### config.mk
export PLATFORM = sky130hd
export DESIGN_NAME = url_reference_parser_unit
export DESIGN_NICKNAME = d
export VERILOG_FILES = /design/src/rtl/url_rp_pkg.sv /design/src/rtl/url_rp_parse.sv /design/src/rtl/url_reference_parser_unit.sv
export SDC_FILE = /design/constraint.sdc
export NUM_CORES = 1
export LEC_CHECK = 0
export BUFFER_PORTS_ARGS = -buffer_cell sky130_fd_sc_hd__buf_2
export CAP_MARGIN = 20
export CORE_MARGIN = 3
export CORE_UTILIZATION = 40
export DETAILED_ROUTE_END_ITERATION = 12
export GPL_TIMING_DRIVEN = 0
export PLACE_DENSITY = 0.66
export RECOVER_POWER = 100
export SYNTH_ARGS = -nofsm -noshare
export SYNTH_HDL_FRONTEND = slang
export SYNTH_SLANG_ARGS = --single-unit
### constraint.sdc
create_clock -name clock -period 9.5 [get_ports clock]
set_input_delay 0 -clock clock [delete_from_list [all_inputs] [get_ports clock]]
set_output_delay 0 -clock clock [all_outputs]
set_load 0.005 [all_outputs]
### src/rtl/url_rp_pkg.sv
// ----------------------------------------------------------------------------
// url_rp_pkg
// Shared types and codes of the URL reference parser.
// ----------------------------------------------------------------------------
`default_nettype none

package url_rp_pkg;

   localparam logic [15:0] DEFAULT_PORT_RESET = 16'd80;
   localparam logic [15:0] PORT_MAX           = 16'hFFFF;

   // result class tags
   localparam logic [3:0] CLASS_SCHEME   = 4'd0;
   localparam logic [3:0] CLASS_COLON    = 4'd1;
   localparam logic [3:0] CLASS_SLASH1   = 4'd2;
   localparam logic [3:0] CLASS_SLASH2   = 4'd3;
   localparam logic [3:0] CLASS_HOST     = 4'd4;
   localparam logic [3:0] CLASS_BRACKET  = 4'd5;
   localparam logic [3:0] CLASS_PORTCOL  = 4'd6;
   localparam logic [3:0] CLASS_DIGIT    = 4'd7;
   localparam logic [3:0] CLASS_PATH     = 4'd8;
   localparam logic [3:0] CLASS_IGNORED  = 4'd9;
   localparam logic [3:0] CLASS_END      = 4'd10;

   // end status codes
   localparam logic [2:0] ST_OK          = 3'd0;
   localparam logic [2:0] ST_EMPTY       = 3'd1;
   localparam logic [2:0] ST_INCOMPLETE  = 3'd2;
   localparam logic [2:0] ST_BAD_LITERAL = 3'd3;
   localparam logic [2:0] ST_BAD_PORT    = 3'd4;
   localparam logic [2:0] ST_NEED_HOST   = 3'd5;
   localparam logic [2:0] ST_BAD_PATH    = 3'd6;

   // scheme kinds
   localparam logic [1:0] KIND_OTHER = 2'd0;
   localparam logic [1:0] KIND_HTTP  = 2'd1;
   localparam logic [1:0] KIND_FTP   = 2'd2;
   localparam logic [1:0] KIND_NEWS  = 2'd3;

   // scheme match flag bits
   localparam int FLAG_HTTP = 0;
   localparam int FLAG_FTP  = 1;
   localparam int FLAG_NEWS = 2;

   localparam logic [31:0] WORD_HTTP = "http";
   localparam logic [23:0] WORD_FTP  = "ftp";
   localparam logic [31:0] WORD_NEWS = "news";

   localparam logic [7:0] CHAR_COLON   = ":";
   localparam logic [7:0] CHAR_SLASH   = "/";
   localparam logic [7:0] CHAR_LBRACK  = "[";
   localparam logic [7:0] CHAR_RBRACK  = "]";
   localparam logic [7:0] CHAR_ZERO    = "0";
   localparam logic [7:0] CHAR_NINE    = "9";

   typedef struct packed {
      logic [7:0] ch;
      logic       end_mark;
   } req_payload_type;

   typedef struct packed {
      logic [3:0]  char_class;
      logic        done_res;
      logic [2:0]  status;
      logic [15:0] port;
      logic [1:0]  scheme_kind;
   } rsp_payload_type;

   // character of a four-letter scheme word at position idx
   function automatic logic [7:0] word4_char(logic [31:0] word, logic [1:0] idx);
      logic [4:0] sh;
      sh = {~idx, 3'b000};
      return word[sh +: 8];
   endfunction

   // character of "ftp" at position idx (0 to 2)
   function automatic logic [7:0] word3_char(logic [23:0] word, logic [1:0] idx);
      logic [7:0] c;
      case (idx)
         2'd0:    c = word[23:16];
         2'd1:    c = word[15:8];
         default: c = word[7:0];
      endcase
      return c;
   endfunction

endpackage : url_rp_pkg

`default_nettype wire

### src/rtl/url_rp_parse.sv
// ----------------------------------------------------------------------------
// url_rp_parse
// Parse state of one URL and the per-character classify and update logic.
// ----------------------------------------------------------------------------
`default_nettype none

module url_rp_parse (
   input  wire                         clock,
   input  wire                         reset,
   input  wire                         step_en,
   input  url_rp_pkg::req_payload_type item,
   input  wire  [15:0]                 default_port,
   output url_rp_pkg::rsp_payload_type result
);
   import url_rp_pkg::*;

   typedef enum logic [3:0] {
      PH_START, PH_SCHEME, PH_AFTERCOLON, PH_SLASH1, PH_HOSTSTART, PH_HOST,
      PH_BRACKET, PH_AFTERBRACKET, PH_PORTSTART, PH_PORT, PH_PATH, PH_ERR
   } phase_type;

   phase_type   phase_ff,   phase_in;
   logic [2:0]  slen_ff,    slen_in;
   logic [2:0]  flags_ff,   flags_in;
   logic [15:0] accum_ff,   accum_in;
   logic        seen_ff,    seen_in;
   logic [2:0]  err_ff,     err_in;

   logic [7:0]  c;
   logic        digit;
   logic        news;
   logic [19:0] port_prod;
   logic [2:0]  end_st;
   logic [3:0]  cls;

   assign c         = item.ch;
   assign digit     = (c >= CHAR_ZERO) && (c <= CHAR_NINE);
   assign news      = flags_ff[FLAG_NEWS];
   assign port_prod = {1'b0, accum_ff, 3'b000} + {3'b000, accum_ff, 1'b0}
                      + {16'd0, c[3:0]};

   always_comb begin
      unique case (phase_ff)
         PH_START:                            end_st = ST_EMPTY;
         PH_SCHEME:                           end_st = ST_INCOMPLETE;
         PH_AFTERCOLON:                       end_st = news ? ST_BAD_PATH : ST_NEED_HOST;
         PH_SLASH1:                           end_st = news ? ST_OK : ST_NEED_HOST;
         PH_HOSTSTART, PH_HOST,
         PH_AFTERBRACKET:                     end_st = ST_INCOMPLETE;
         PH_BRACKET:                          end_st = ST_BAD_LITERAL;
         PH_PORTSTART:                        end_st = ST_BAD_PORT;
         PH_PORT:                             end_st = ST_BAD_PATH;
         PH_PATH:                             end_st = ST_OK;
         default:                             end_st = err_ff;
      endcase
   end

   always_comb begin
      phase_in = phase_ff;
      slen_in  = slen_ff;
      flags_in = flags_ff;
      accum_in = accum_ff;
      seen_in  = seen_ff;
      err_in   = err_ff;
      cls      = CLASS_IGNORED;
      result   = '0;

      if (item.end_mark) begin
         result.char_class = CLASS_END;
         result.done_res   = 1'b1;
         result.status     = end_st;
         result.port       = default_port;
         if (end_st == ST_OK) begin
            if (seen_ff) result.port = accum_ff;
            if (flags_ff[FLAG_HTTP])      result.scheme_kind = KIND_HTTP;
            else if (flags_ff[FLAG_FTP])  result.scheme_kind = KIND_FTP;
            else if (flags_ff[FLAG_NEWS]) result.scheme_kind = KIND_NEWS;
            else                          result.scheme_kind = KIND_OTHER;
         end
         // back to a fresh URL
         phase_in = PH_START;
         slen_in  = '0;
         flags_in = '1;
         accum_in = '0;
         seen_in  = 1'b0;
         err_in   = '0;
      end else begin
         unique case (phase_ff)
            PH_START, PH_SCHEME: begin
               if (c == CHAR_COLON) begin
                  if (slen_ff < 3'd4) begin
                     flags_in[FLAG_HTTP] = 1'b0;
                     flags_in[FLAG_NEWS] = 1'b0;
                  end
                  if (slen_ff < 3'd3) flags_in[FLAG_FTP] = 1'b0;
                  phase_in = PH_AFTERCOLON;
                  cls      = CLASS_COLON;
               end else begin
                  if (slen_ff[2] || c != word4_char(WORD_HTTP, slen_ff[1:0]))
                     flags_in[FLAG_HTTP] = 1'b0;
                  if (slen_ff >= 3'd3 || c != word3_char(WORD_FTP, slen_ff[1:0]))
                     flags_in[FLAG_FTP] = 1'b0;
                  if (slen_ff[2] || c != word4_char(WORD_NEWS, slen_ff[1:0]))
                     flags_in[FLAG_NEWS] = 1'b0;
                  if (slen_ff != 3'd7) slen_in = slen_ff + 3'd1;
                  phase_in = PH_SCHEME;
                  cls      = CLASS_SCHEME;
               end
            end
            PH_AFTERCOLON: begin
               if (c == CHAR_SLASH) begin
                  phase_in = PH_SLASH1;
                  cls      = CLASS_SLASH1;
               end else begin
                  phase_in = PH_ERR;
                  err_in   = news ? ST_BAD_PATH : ST_NEED_HOST;
               end
            end
            PH_SLASH1: begin
               if (c == CHAR_SLASH) begin
                  phase_in = PH_HOSTSTART;
                  cls      = CLASS_SLASH2;
               end else if (news) begin
                  phase_in = PH_PATH;
                  cls      = CLASS_PATH;
               end else begin
                  phase_in = PH_ERR;
                  err_in   = ST_NEED_HOST;
               end
            end
            PH_HOSTSTART, PH_HOST: begin
               if (phase_ff == PH_HOSTSTART && c == CHAR_LBRACK) begin
                  phase_in = PH_BRACKET;
                  cls      = CLASS_HOST;
               end else if (c == CHAR_SLASH) begin
                  phase_in = PH_PATH;
                  cls      = CLASS_PATH;
               end else if (c == CHAR_COLON) begin
                  phase_in = PH_PORTSTART;
                  cls      = CLASS_PORTCOL;
               end else begin
                  phase_in = PH_HOST;
                  cls      = CLASS_HOST;
               end
            end
            PH_BRACKET: begin
               if (c == CHAR_RBRACK) begin
                  phase_in = PH_AFTERBRACKET;
                  cls      = CLASS_BRACKET;
               end else begin
                  cls      = CLASS_HOST;
               end
            end
            PH_AFTERBRACKET: begin
               if (c == CHAR_COLON) begin
                  phase_in = PH_PORTSTART;
                  cls      = CLASS_PORTCOL;
               end else if (c == CHAR_SLASH) begin
                  phase_in = PH_PATH;
                  cls      = CLASS_PATH;
               end else begin
                  phase_in = PH_ERR;
                  err_in   = ST_BAD_PATH;
               end
            end
            PH_PORTSTART, PH_PORT: begin
               if (digit) begin
                  // saturate at the largest port
                  accum_in = (port_prod > {4'd0, PORT_MAX}) ? PORT_MAX : port_prod[15:0];
                  seen_in  = 1'b1;
                  phase_in = PH_PORT;
                  cls      = CLASS_DIGIT;
               end else if (phase_ff == PH_PORTSTART) begin
                  phase_in = PH_ERR;
                  err_in   = ST_BAD_PORT;
               end else if (c == CHAR_SLASH) begin
                  phase_in = PH_PATH;
                  cls      = CLASS_PATH;
               end else begin
                  phase_in = PH_ERR;
                  err_in   = ST_BAD_PATH;
               end
            end
            PH_PATH: begin
               cls = CLASS_PATH;
            end
            default: begin
               cls = CLASS_IGNORED;
            end
         endcase
         result.char_class = cls;
      end
   end

   always_ff @(posedge clock) begin
      if (reset) begin
         phase_ff <= PH_START;
         slen_ff  <= '0;
         flags_ff <= '1;
         accum_ff <= '0;
         seen_ff  <= 1'b0;
         err_ff   <= '0;
      end else if (step_en) begin
         phase_ff <= phase_in;
         slen_ff  <= slen_in;
         flags_ff <= flags_in;
         accum_ff <= accum_in;
         seen_ff  <= seen_in;
         err_ff   <= err_in;
      end
   end

`ifndef ASSERT_OFF
   a_end_clears: assert property (@(posedge clock) disable iff (reset)
      step_en && item.end_mark |=> phase_ff == PH_START && !seen_ff && err_ff == ST_OK)
      else $error("parse state not cleared after end transaction");

   a_err_sticky: assert property (@(posedge clock) disable iff (reset)
      step_en && !item.end_mark && phase_ff == PH_ERR |=> phase_ff == PH_ERR)
      else $error("error phase left before end transaction");

   a_err_code: assert property (@(posedge clock) disable iff (reset)
      phase_ff == PH_ERR |-> err_ff != ST_OK && err_ff != ST_EMPTY)
      else $error("error phase without an error code");

   a_digit_seen: assert property (@(posedge clock) disable iff (reset)
      phase_ff == PH_PORT |-> seen_ff)
      else $error("port phase without a digit");
`endif

endmodule : url_rp_parse

`default_nettype wire

### src/rtl/url_reference_parser_unit.sv
// ----------------------------------------------------------------------------
// url_reference_parser_unit
// Classifies URL characters one per transaction and reports status, port
// and scheme kind on the end-marker transaction.
// ----------------------------------------------------------------------------
//   channel   direction  handshake             payload
//   req_      in         req_valid/req_ready   ch, end_mark
//   rsp_      out        rsp_valid/rsp_ready   char_class, done_res, status,
//                                              port, scheme_kind
//   csr_      in         csr_wr_en             default_port (16 bits)
//
// One transaction per cycle while rsp_ready does not stall; the input register
// feeds the classify/update logic into the result register.
// Synchronous active-high reset empties both stages, clears the parse state
// and sets default_port to DEFAULT_PORT_INIT (80 by default).
// A stall on rsp_ready holds the result register; the input stage takes one
// more transaction only if it is empty; while it is full, req_ready is low.
// ----------------------------------------------------------------------------
`default_nettype none

module url_reference_parser_unit #(
   parameter logic [15:0] DEFAULT_PORT_INIT = url_rp_pkg::DEFAULT_PORT_RESET
) (
   input  wire                          clock,
   input  wire                          reset,
   input  wire                          req_valid,
   output logic                         req_ready,
   input  url_rp_pkg::req_payload_type  req_payload,
   output logic                         rsp_valid,
   input  wire                          rsp_ready,
   output url_rp_pkg::rsp_payload_type  rsp_payload,
   input  wire                          csr_wr_en,
   input  wire  [15:0]                  csr_wr_data
);
   import url_rp_pkg::*;

   logic            in_valid_ff;
   req_payload_type in_data_ff;
   logic            out_valid_ff;
   rsp_payload_type out_data_ff;
   logic [15:0]     dport_ff;
   logic            advance;
   rsp_payload_type step_result;

   assign advance   = in_valid_ff && (!out_valid_ff || rsp_ready);
   assign req_ready = !in_valid_ff || advance;
   assign rsp_valid   = out_valid_ff;
   assign rsp_payload = out_data_ff;

   url_rp_parse u_parse (
      .clock        (clock),
      .reset        (reset),
      .step_en      (advance),
      .item         (in_data_ff),
      .default_port (dport_ff),
      .result       (step_result)
   );

   always_ff @(posedge clock) begin
      if (reset) begin
         in_valid_ff  <= 1'b0;
         out_valid_ff <= 1'b0;
         dport_ff     <= DEFAULT_PORT_INIT;
      end else begin
         if (csr_wr_en) dport_ff <= csr_wr_data;
         if (req_ready) in_valid_ff <= req_valid;
         // drop the result once taken unless a new one moves in
         if (advance)        out_valid_ff <= 1'b1;
         else if (rsp_ready) out_valid_ff <= 1'b0;
      end
   end

   always_ff @(posedge clock) begin
      if (req_ready && req_valid) in_data_ff  <= req_payload;
      if (advance)                out_data_ff <= step_result;
   end

`ifndef ASSERT_OFF
   a_hold_stall: assert property (@(posedge clock) disable iff (reset)
      out_valid_ff && !rsp_ready |=> out_valid_ff && $stable(out_data_ff))
      else $error("stalled result transaction changed");

   a_done_class: assert property (@(posedge clock) disable iff (reset)
      out_valid_ff |-> out_data_ff.done_res == (out_data_ff.char_class == CLASS_END))
      else $error("done flag and end class disagree");

   a_char_zero: assert property (@(posedge clock) disable iff (reset)
      out_valid_ff && !out_data_ff.done_res |->
         out_data_ff.status == ST_OK && out_data_ff.port == 16'd0
         && out_data_ff.scheme_kind == KIND_OTHER)
      else $error("character result carries end fields");
`endif

endmodule : url_reference_parser_unit

`default_nettype wire
[Word level (Yosys, flattened, before mapping)]
Cells that the tools add are included.
Storage, ports and cells
  logic and storage cells: 168
  output and inout port bits: 28
  bits in registers: 83
Operators by class
  mux-type cells: 70
  reduce and logical (&&, ||, !) cells: 37
  equal/unequal tests: 28
  $add $sub $neg: 3
  magnitude comparators: 6
  bitwise operators: 3
  shift operators: 2
Operators with widths (number)
  $mux W16: 5
  $mux W4: 16
  $shiftx A32 B6 Y8 const A: 2
  $mux W3: 16
  $pmux W4 S8: 1
  $pmux W4 S7: 1
  $mux W8: 3
  $ne A3 B3 Y1 const B: 8
  $ne A8 B8 Y1: 3
  $pmux W3 S8: 1
  $mux W22: 1
  $add A19 B17 Y20: 1
  $add A20 B4 Y20: 1
  $gt A20 B16 Y1 const B: 1
  $mux W18: 1
  $mux W1: 17
  $eq A4 B3 Y1 const B: 4
  $eq A8 B6 Y1 const B: 2
  $eq A8 B7 Y1 const B: 2
  $reduce_and A4 Y1: 4
  $eq A4 B4 Y1 const B: 3
  $mux W2: 6
  $pmux W3 S4: 1
  $pmux W5 S2: 1
  other kinds (29): 48

[Depth between registers and ports, before layout]
Gate-level depths: netlist of run 1.
  depth after elaboration: 11
  mapped depth: 11
  mapped depth without buffers: 10

[By module]
Synthesis of run 1 repeated with hierarchy kept, for this count alone.
Second synthesis, totals
  cell total of the unflattened synthesis: 546
  area, all modules: 5197.5 um2
Modules (own cells, without submodules)
  url_rp_parse: cells each 449, instances 1, area an instance 3478.3 um2
  url_reference_parser_unit: cells each 97, instances 1, area an instance 1719.1 um2

[Worst setup path before layout of run 1]
OpenSTA, ideal clock, no wires.
  path kind: register to register
  start: reg in_data_ff[4] (netlist bit)
  end: reg u_parse.accum_ff[0]
  arrival time: 2.936 ns
  stages on the path, launching flop included: 11
  buffers on the path: 1
  slack: 6.431 ns
  data required time: 9.366 ns
  cells stage by stage: edfxtp_1 > fa_1 > fa_1 > nand3_1 > a2111oi_1 > nor2_1 > o31ai_1 > mux2i_1 > o211a_2 > buf_2 > o22ai_1
Between the ends
  cells in the longest elaborated chain, start to end: 6
  elaborated cells on any way between the ends: 11
  classes of those cells: 1 x add/sub; 3 x order compare; 4 x mux; 3 x reduce/logical
Ends and longest elaborated chain
  start, declared: line url_reference_parser_unit.sv:38  | req_payload_type in_data_ff;
  start signal, assigned: line url_reference_parser_unit.sv:74  | if (req_ready && req_valid) in_data_ff <= req_payload;
  $add A20 B4 Y20: line url_rp_parse.sv:40  | + {16'd0, c[3:0]};
  $gt A20 B16 Y1: line url_rp_parse.sv:169  | accum_in = (port_prod > {4'd0, PORT_MAX}) ? PORT_MAX : port_prod[15:0];
  $mux W16: line url_rp_parse.sv:169
  $mux W16: line url_rp_parse.sv:167  | if (digit) begin
  $mux W16: line url_rp_parse.sv:88  | unique case (phase_ff)
  $mux W16: line url_rp_parse.sv:68  | if (item.end_mark) begin
  end signal, assigned: line url_rp_parse.sv:207  | accum_ff <= accum_in;
  end, declared: line url_rp_parse.sv:25  | logic [15:0] accum_ff, accum_in;
Several ways; a longest one is shown, not always the timed one. The select of a mux whose other input is x is not followed.
A chain may end at the register's enable or synchronous reset.

[Final worst setup path of run 1]
  start: reg in_data_ff[4] (netlist bit)
  end: reg u_parse.accum_ff[15]
The elaborated chain is that of the path after synthesis.

==> flow_summary.yaml, run 1 <==
worst_setup_path:
  regToRegSetupSlack_ns: 5.51
  cp-start-kind: "register"
  cp_top_family: "compound AO/OA/AOI/OAI gates"
  worstPathArrival_ns: 4.19
  crit_slowest_cell: "fa_1"
  worstPathCellList: "fa_1 > fa_1 > nand3_1 > a2111oi_0 > nor2_1 > o31ai_1 > mux2i_1 > o211a_2 > clkbuf_1 > o21ai_0"
  worst_path_most_repeated_cell: "fa_1"
  path_max_fanout: 10
  crit_required_ns: 9.70
  end_kind: "register"
  worstSetupPathType: "reg2reg"
  cpPeakStageDelay_ns: 0.66
  rr_worst_depth: 10
  cp_num_cells: 10
  rr_startpoint: "in_data_ff[4]$_DFFE_PP_"
  cp.buffers_inverters: 1
  r2r_end: "u_parse.accum_ff[15]$_SDFFE_PP0P_"
global_route:
  overflow: 0
  grt_usage_pct: 19.3
  grt_pass1_wl_um: 22100
  grt_max_degree: 20
  antenna_found_initial: 0
  grt_pass1_vias: 4449
floorplanning:
  num_rows: 40
  core_area_mm2: 0.0122
  start_util_pct: 41.5
  die_area_mm2: 0.0140
  die_w_um: 118
  pin_count: 58
  die_y_um: 118
timing:
  rsz0062_at_grt: "no"
  setup_tns_ns: 0
  finalCriticalPeriod_ns: 3.99
  setup_viol_count_final: 0
  worstMarginPinSlew_ns: 0.845
  period_share_pct: 42.0
  finalMaxSlewViolations: 0
  slew-limit-headroom_pct: 43.7
  finClkSkew_ns: 0.00778
  hold_violations: 0
  timing.fmax_ghz: 0.250
cts:
  post_cts_resized: 0
  h-tree-depth: 3
  insertion_delay_ns: 0.34
  numCtsBuffers: 9
  cts_setup_buffers: 0
  tritoncts: "done"
  cts_max_path_buffers: 2
  clkTransAtPathRegs_ns: 0.07
  cts-root-buf: "clkbuf_16"
  cts_hold_buffers: 27
  cts_sinks: 83
synth:
  yosysTopAreaCellShare_pct: 20.8
  yosys_warnings: 0
  synth_ff_type: "dfxtp_1"
  ys_types: 64
  synthesis.instances: 545
  synth_seq_cells: 83
  synth-edff-count: 35
  avgSynthCellArea_um2: 9.25
  async_flop_share_pct: 0
  yosysSeqAreaShare_pct: 39.9
  synth_top_cell_by_area: "edfxtp_1"
  synth_nets: 613
  netlist_top_cells_area: "edfxtp_1 21%, dfxtp_1 19%, ha_1 8.9%"
  synth_area_mm2: 0.00504
detailed_routing:
  routedWlPerCell_um: 16.6
  drc: 0
  first_iter_violations: 293
  met2_length_um: 6640
  drt-total-wl_um: 13600
  route.vias.total: 4491
  detail-route-antenna-nets: 0
  dr.pass1.iters: 6
  wl_met3_um: 531
  met1Wirelength_um: 6010
  routed.top_layer: "met4"
  viasPerCell: 5.52
final_layout:
  regArea_mm2: 0.00201
  drive_gt1_share_pct: 10.7
  synthToLayoutAreaGrowth_pct: 20.7
  multi_input_area_mm2: 0.00284
  fillers: 1134
  antennaDiodeCount: 0
  layout_common_cells: "63 x nor2_1, 48 x dfxtp_1, 47 x clkbuf_1, 46 x buf_2"
  final_nets: 709
  final_common_cell: "nor2_1"
placement:
  port-buffer-count: 55
  place_congestion: 0.929
  dp_hpwl_um: 10000
power_and_ir_drop:
  power.density_mw_per_mm2: 135
  vdd_drop_max_mv: 0.0720
  p_leak_nw: 2.44
  power_w: 0.000822
worst_hold_path:
  hp-start: "csr_wr_en"
  holdPathStages: 3
  holdPathEnd: "dport_ff[11]$_SDFFE_PP0P_"
  hp-class: "in2reg"
outcome:
  status: "complete, no violations"
run:
  max_cap_violations: 0
[layout make-up]
| cell class | instances | share of cell area (%) |
|---|---|---|
| clock inverter | 7 | 1.25 |
| clock buffer | 9 | 3.70 |
| buffer | 36 | 2.30 |
| sequential | 83 | 33.1 |
| timing repair buffer | 85 | 8.88 |
| tap | 168 | 3.45 |
| inverter | 12 | 0.740 |
| multi-input combinational | 414 | 46.6 |
[synth_stat cells, drive strengths merged (6+ instances only)]
cell	instances
clkbuf	23
edfxtp	35
o22ai	11
nor4	6
a31oi	12
nand3	13
ha	36
and2	7
nand2	30
a22oi	9
o21ai	36
xnor2	8
mux2i	36
nor2b	10
xor2	10
a21oi	30
buf	13
dfxtp	48
nor2	64
inv	11
nor3	15
[worst min-delay path: cells and delay by family]
| family | cells | cell delay [ns] |
|---|---|---|
| buffers and inverters | 1 | 0.22 |
| multiplexers | 1 | 0.17 |
| AND/OR/NAND/NOR | 1 | 0.08 |
[per-stage QoR]
step                      instances  area (µm²)  utilization, %  setup WS (ns)  hold WS, ns
after floorplan                 545        5040               -           6.43       0.0989
after global placement          768        5530            45.5           5.95        0.180
after global routing            814        6090            50.0           5.30        0.205
final                           814        6090            50.0           5.51        0.177
after CTS                       814        6120            50.4           5.83        0.170
after detailed placement        771        5550            45.7           5.86        0.178
[power breakdown]
group / total [W] / switching, W / internal [W]
combinational: 0.0000741 / 0.0000414 / 0.0000327
clock: 0.000350 / 0.000145 / 0.000205
sequential: 0.000397 / 0.00000957 / 0.000388
[metal layers]
metal	global-route usage (%)	vias up
met5	0	-
met4	7.55	0
met3	2.78	30
met2	33.4	106
met1	24.2	2132
li1	-	2223
[kinds of logic after synthesis]
group / synth area share, %
AND/OR/NAND/NOR: 17.2
AO/OA/AOI/OAI: 19.1
flip-flops: 39.9
buffers and inverters: 3.82
adder cells (fa/ha/maj): 9.73
multiplexers: 7.15
XOR/XNOR: 3.13
[how the worst max path moves through the flow]
stage / from / endpoint / slack (ns)
finish: in_data_ff[4]$_DFFE_PP_ / u_parse.accum_ff[15]$_SDFFE_PP0P_ / 5.51
detailed placement: in_data_ff[4]$_DFFE_PP_ / u_parse.accum_ff[2]$_SDFFE_PP0P_ / 5.86
global placement: in_data_ff[4]$_DFFE_PP_ / u_parse.accum_ff[0]$_SDFFE_PP0P_ / 5.95
CTS: in_data_ff[4]$_DFFE_PP_ / u_parse.accum_ff[1]$_SDFFE_PP0P_ / 5.83
global route: in_data_ff[4]$_DFFE_PP_ / u_parse.accum_ff[15]$_SDFFE_PP0P_ / 5.30
floorplan: in_data_ff[4]$_DFFE_PP_ / u_parse.accum_ff[0]$_SDFFE_PP0P_ / 6.43
[state kept, by name, summed over array words and instances (netlist names), 3 cells and up]
name              count
rsp_payload          26
dport_ff             16
u_parse.accum_ff     16
in_data_ff            9
u_parse.phase_ff      4
u_parse.err_ff        3
u_parse.flags_ff      3
u_parse.slen_ff       3
No activity file was read; power rests on OpenSTA's default activity.
==> run 2: changes to the inputs <==
PLACE_DENSITY = 0.68   (was 0.66)
clock period = 3.6 ns   (was 9.5 ns; I/O delays follow)
==> flow_summary.yaml, run 2 (same netlist as run 1, synthesis figures left out) <==
outcome:
  status: "complete, no violations"
timing:
  setup_viol_count_final: 0
  fin_ws_ns: 0.252
  finClkSkew_ns: 0.00770
  period_share_pct: 93.0
  setup_tns_ns: 0
  hold_violations: 0
  finalMaxSlewViolations: 0
  timing.fmax_ghz: 0.299
  rsz0062_at_grt: "no"
  finalCriticalPeriod_ns: 3.35
  worstMarginPinSlew_ns: 0.833
  slew-limit-headroom_pct: 44.5
power_and_ir_drop:
  vdd_drop_max_mv: 0.219
  p_leak_nw: 2.48
  power.density_mw_per_mm2: 353
worst_setup_path:
  cp.buffers_inverters: 1
  worstPathArrival_ns: 3.54
  cp-startpoint: "in_data_ff[4]$_DFFE_PP_"
  crit_required_ns: 3.79
  rr_worst_depth: 10
  worstPathCellList: "fa_1 > fa_1 > nand3_1 > a2111oi_4 > nor2_1 > o31ai_1 > mux2i_1 > o211a_2 > clkbuf_2 > o22ai_1"
  cp_top_family: "compound AO/OA/AOI/OAI gates"
  r2r_end: "u_parse.accum_ff[5]$_SDFFE_PP0P_"
  cp-start-kind: "register"
  worst_path_most_repeated_cell: "fa_1"
  regToRegSetupSlack_ns: 0.25
  worstSetupPathType: "reg2reg"
  path_max_fanout: 10
  cpPeakStageDelay_ns: 0.62
  rr_startpoint: "in_data_ff[4]$_DFFE_PP_"
  end_kind: "register"
  crit_slowest_cell: "fa_1"
final_layout:
  largest_register_ffs: 26
  fin_util_pct: 50.3
  stdcell_area_mm2: 0.00612
  fillers: 1099
  final_nets: 710
  layout_common_cells: "63 x nor2_1, 49 x buf_2, 48 x dfxtp_1, 43 x clkbuf_1"
  synthToLayoutAreaGrowth_pct: 21.4
  antennaDiodeCount: 0
  final_common_cell: "nor2_1"
  drive_gt1_share_pct: 11.7
cts:
  numCtsBuffers: 9
  cts_sinks: 83
  tritoncts: "done"
  cts-root-buf: "clkbuf_16"
  h-tree-depth: 3
  cts_max_path_buffers: 2
  clkTransAtPathRegs_ns: 0.06
  insertion_delay_ns: 0.34
worst_hold_path:
  hp-start: "csr_wr_en"
  holdPathEnd: "dport_ff[8]$_SDFFE_PP0P_"
  hp-class: "in2reg"
  holdPathStages: 3
placement:
  placed_area_mm2: 0.00555
  port-buffer-count: 55
  place_ws_ns: 0.00335
  dp_hpwl_um: 9960
  place_congestion: 0.914
run:
  max_cap_violations: 0
global_route:
  grt_max_degree: 19
  antenna_found_initial: 0
  grt_pass1_vias: 4481
  met1_usage_pct: 24.5
  overflow: 0
  grt_busiest_layer: "met2"
  grt_usage_pct: 19.5
  grt_pass1_wl_um: 22400
  met3_usage_pct: 3.54
  use_met2_pct: 32.1
detailed_routing:
  viasPerCell: 5.71
  drc: 0
  first_iter_violations: 374
  drt-total-wl_um: 13600
  routedWlPerCell_um: 16.6
  detail-route-antenna-nets: 0
  dr.pass1.iters: 4
  route.vias.total: 4650
floorplanning:
  pin_count: 58
  num_rows: 40
  die_y_um: 118
  start_util_pct: 41.5
  die_area_mm2: 0.0140
  die_w_um: 118
  core_area_mm2: 0.0122
==> run 2: changes by cell type in the layout (fill, tap and decap cells not counted), moves of 2 or more <==
cell	previous run	this run
buf_2	46	49
clkbuf_1	47	43
clkbuf_16	9	11
clkbuf_2	0	3
clkinvlp_4	2	0
inv_4	0	2
inv_6	2	0
==> run 2: layer usage <==
layer  part of all wire [%]  vias to the layer above  wire length (µm)
li1                       -                     2234                 -
met1                     43                     2205              5830
met2                     48                      164              6500
met3                    5.1                       47               687
met4                    3.9                        0               535
met5                      0                        -                 0
==> run 2: worst max-delay path by stage <==
stage	endpoint	slack (ns)	cells past startpoint
after floorplan	u_parse.accum_ff[0]$_SDFFE_PP0P_	0.53	10
after global placement	u_parse.accum_ff[6]$_SDFFE_PP0P_	0.07	10
after detailed placement	u_parse.accum_ff[5]$_SDFFE_PP0P_	0.003	10
after CTS	u_parse.accum_ff[5]$_SDFFE_PP0P_	0.1	9
after global routing	u_parse.accum_ff[15]$_SDFFE_PP0P_	0.03	10
final	u_parse.accum_ff[5]$_SDFFE_PP0P_	0.25	10
==> run 2: cell type report <==
| class | count | area, µm² | area share, % |
|---|---|---|---|
| sequential | 83 | 2010 | 32.9 |
| timing repair buffer | 86 | 552 | 9.01 |
| inverter | 12 | 45.0 | 0.736 |
| tap | 168 | 210 | 3.43 |
| clock inverter | 3 | 17.5 | 0.286 |
| buffer | 36 | 144 | 2.35 |
| clock buffer | 13 | 283 | 4.62 |
| multi-input combinational | 414 | 2860 | 46.7 |
==> run 2: through the flow <==
stage               instances  hold slack, ns  power (W)
CTS                       813           0.145    0.00218
finish                    815           0.164    0.00216
global placement          768           0.178    0.00124
detailed placement        770           0.178    0.00124
global route              815           0.191    0.00225
floorplan                 545          0.0989    0.00117
==> run 2: worst register-to-register path, cell delays in order (launching register included) <==
cell       delay (ns)
edfxtp_1         0.43
fa_1             0.62
fa_1             0.23
nand3_1          0.18
a2111oi_4        0.36
nor2_1           0.17
o31ai_1          0.33
mux2i_1          0.25
o211a_2          0.28
clkbuf_2         0.25
o22ai_1          0.11
==> run 2: what timing repair did <==
item	4_1_cts	5_1_grt
setup endpoints to repair	7	10
resized for setup	1	2
cloned	0	0
hold buffers	27	0
endpoints found under the hold margin	27	0
setup buffers	0	1
==> run 2: power by group <==
group          total, W  internal, W  switching (W)  leakage (nW)
sequential      0.00105      0.00102      0.0000255         0.720
combinational  0.000198    0.0000879       0.000110          1.60
clock          0.000918     0.000552       0.000366         0.151
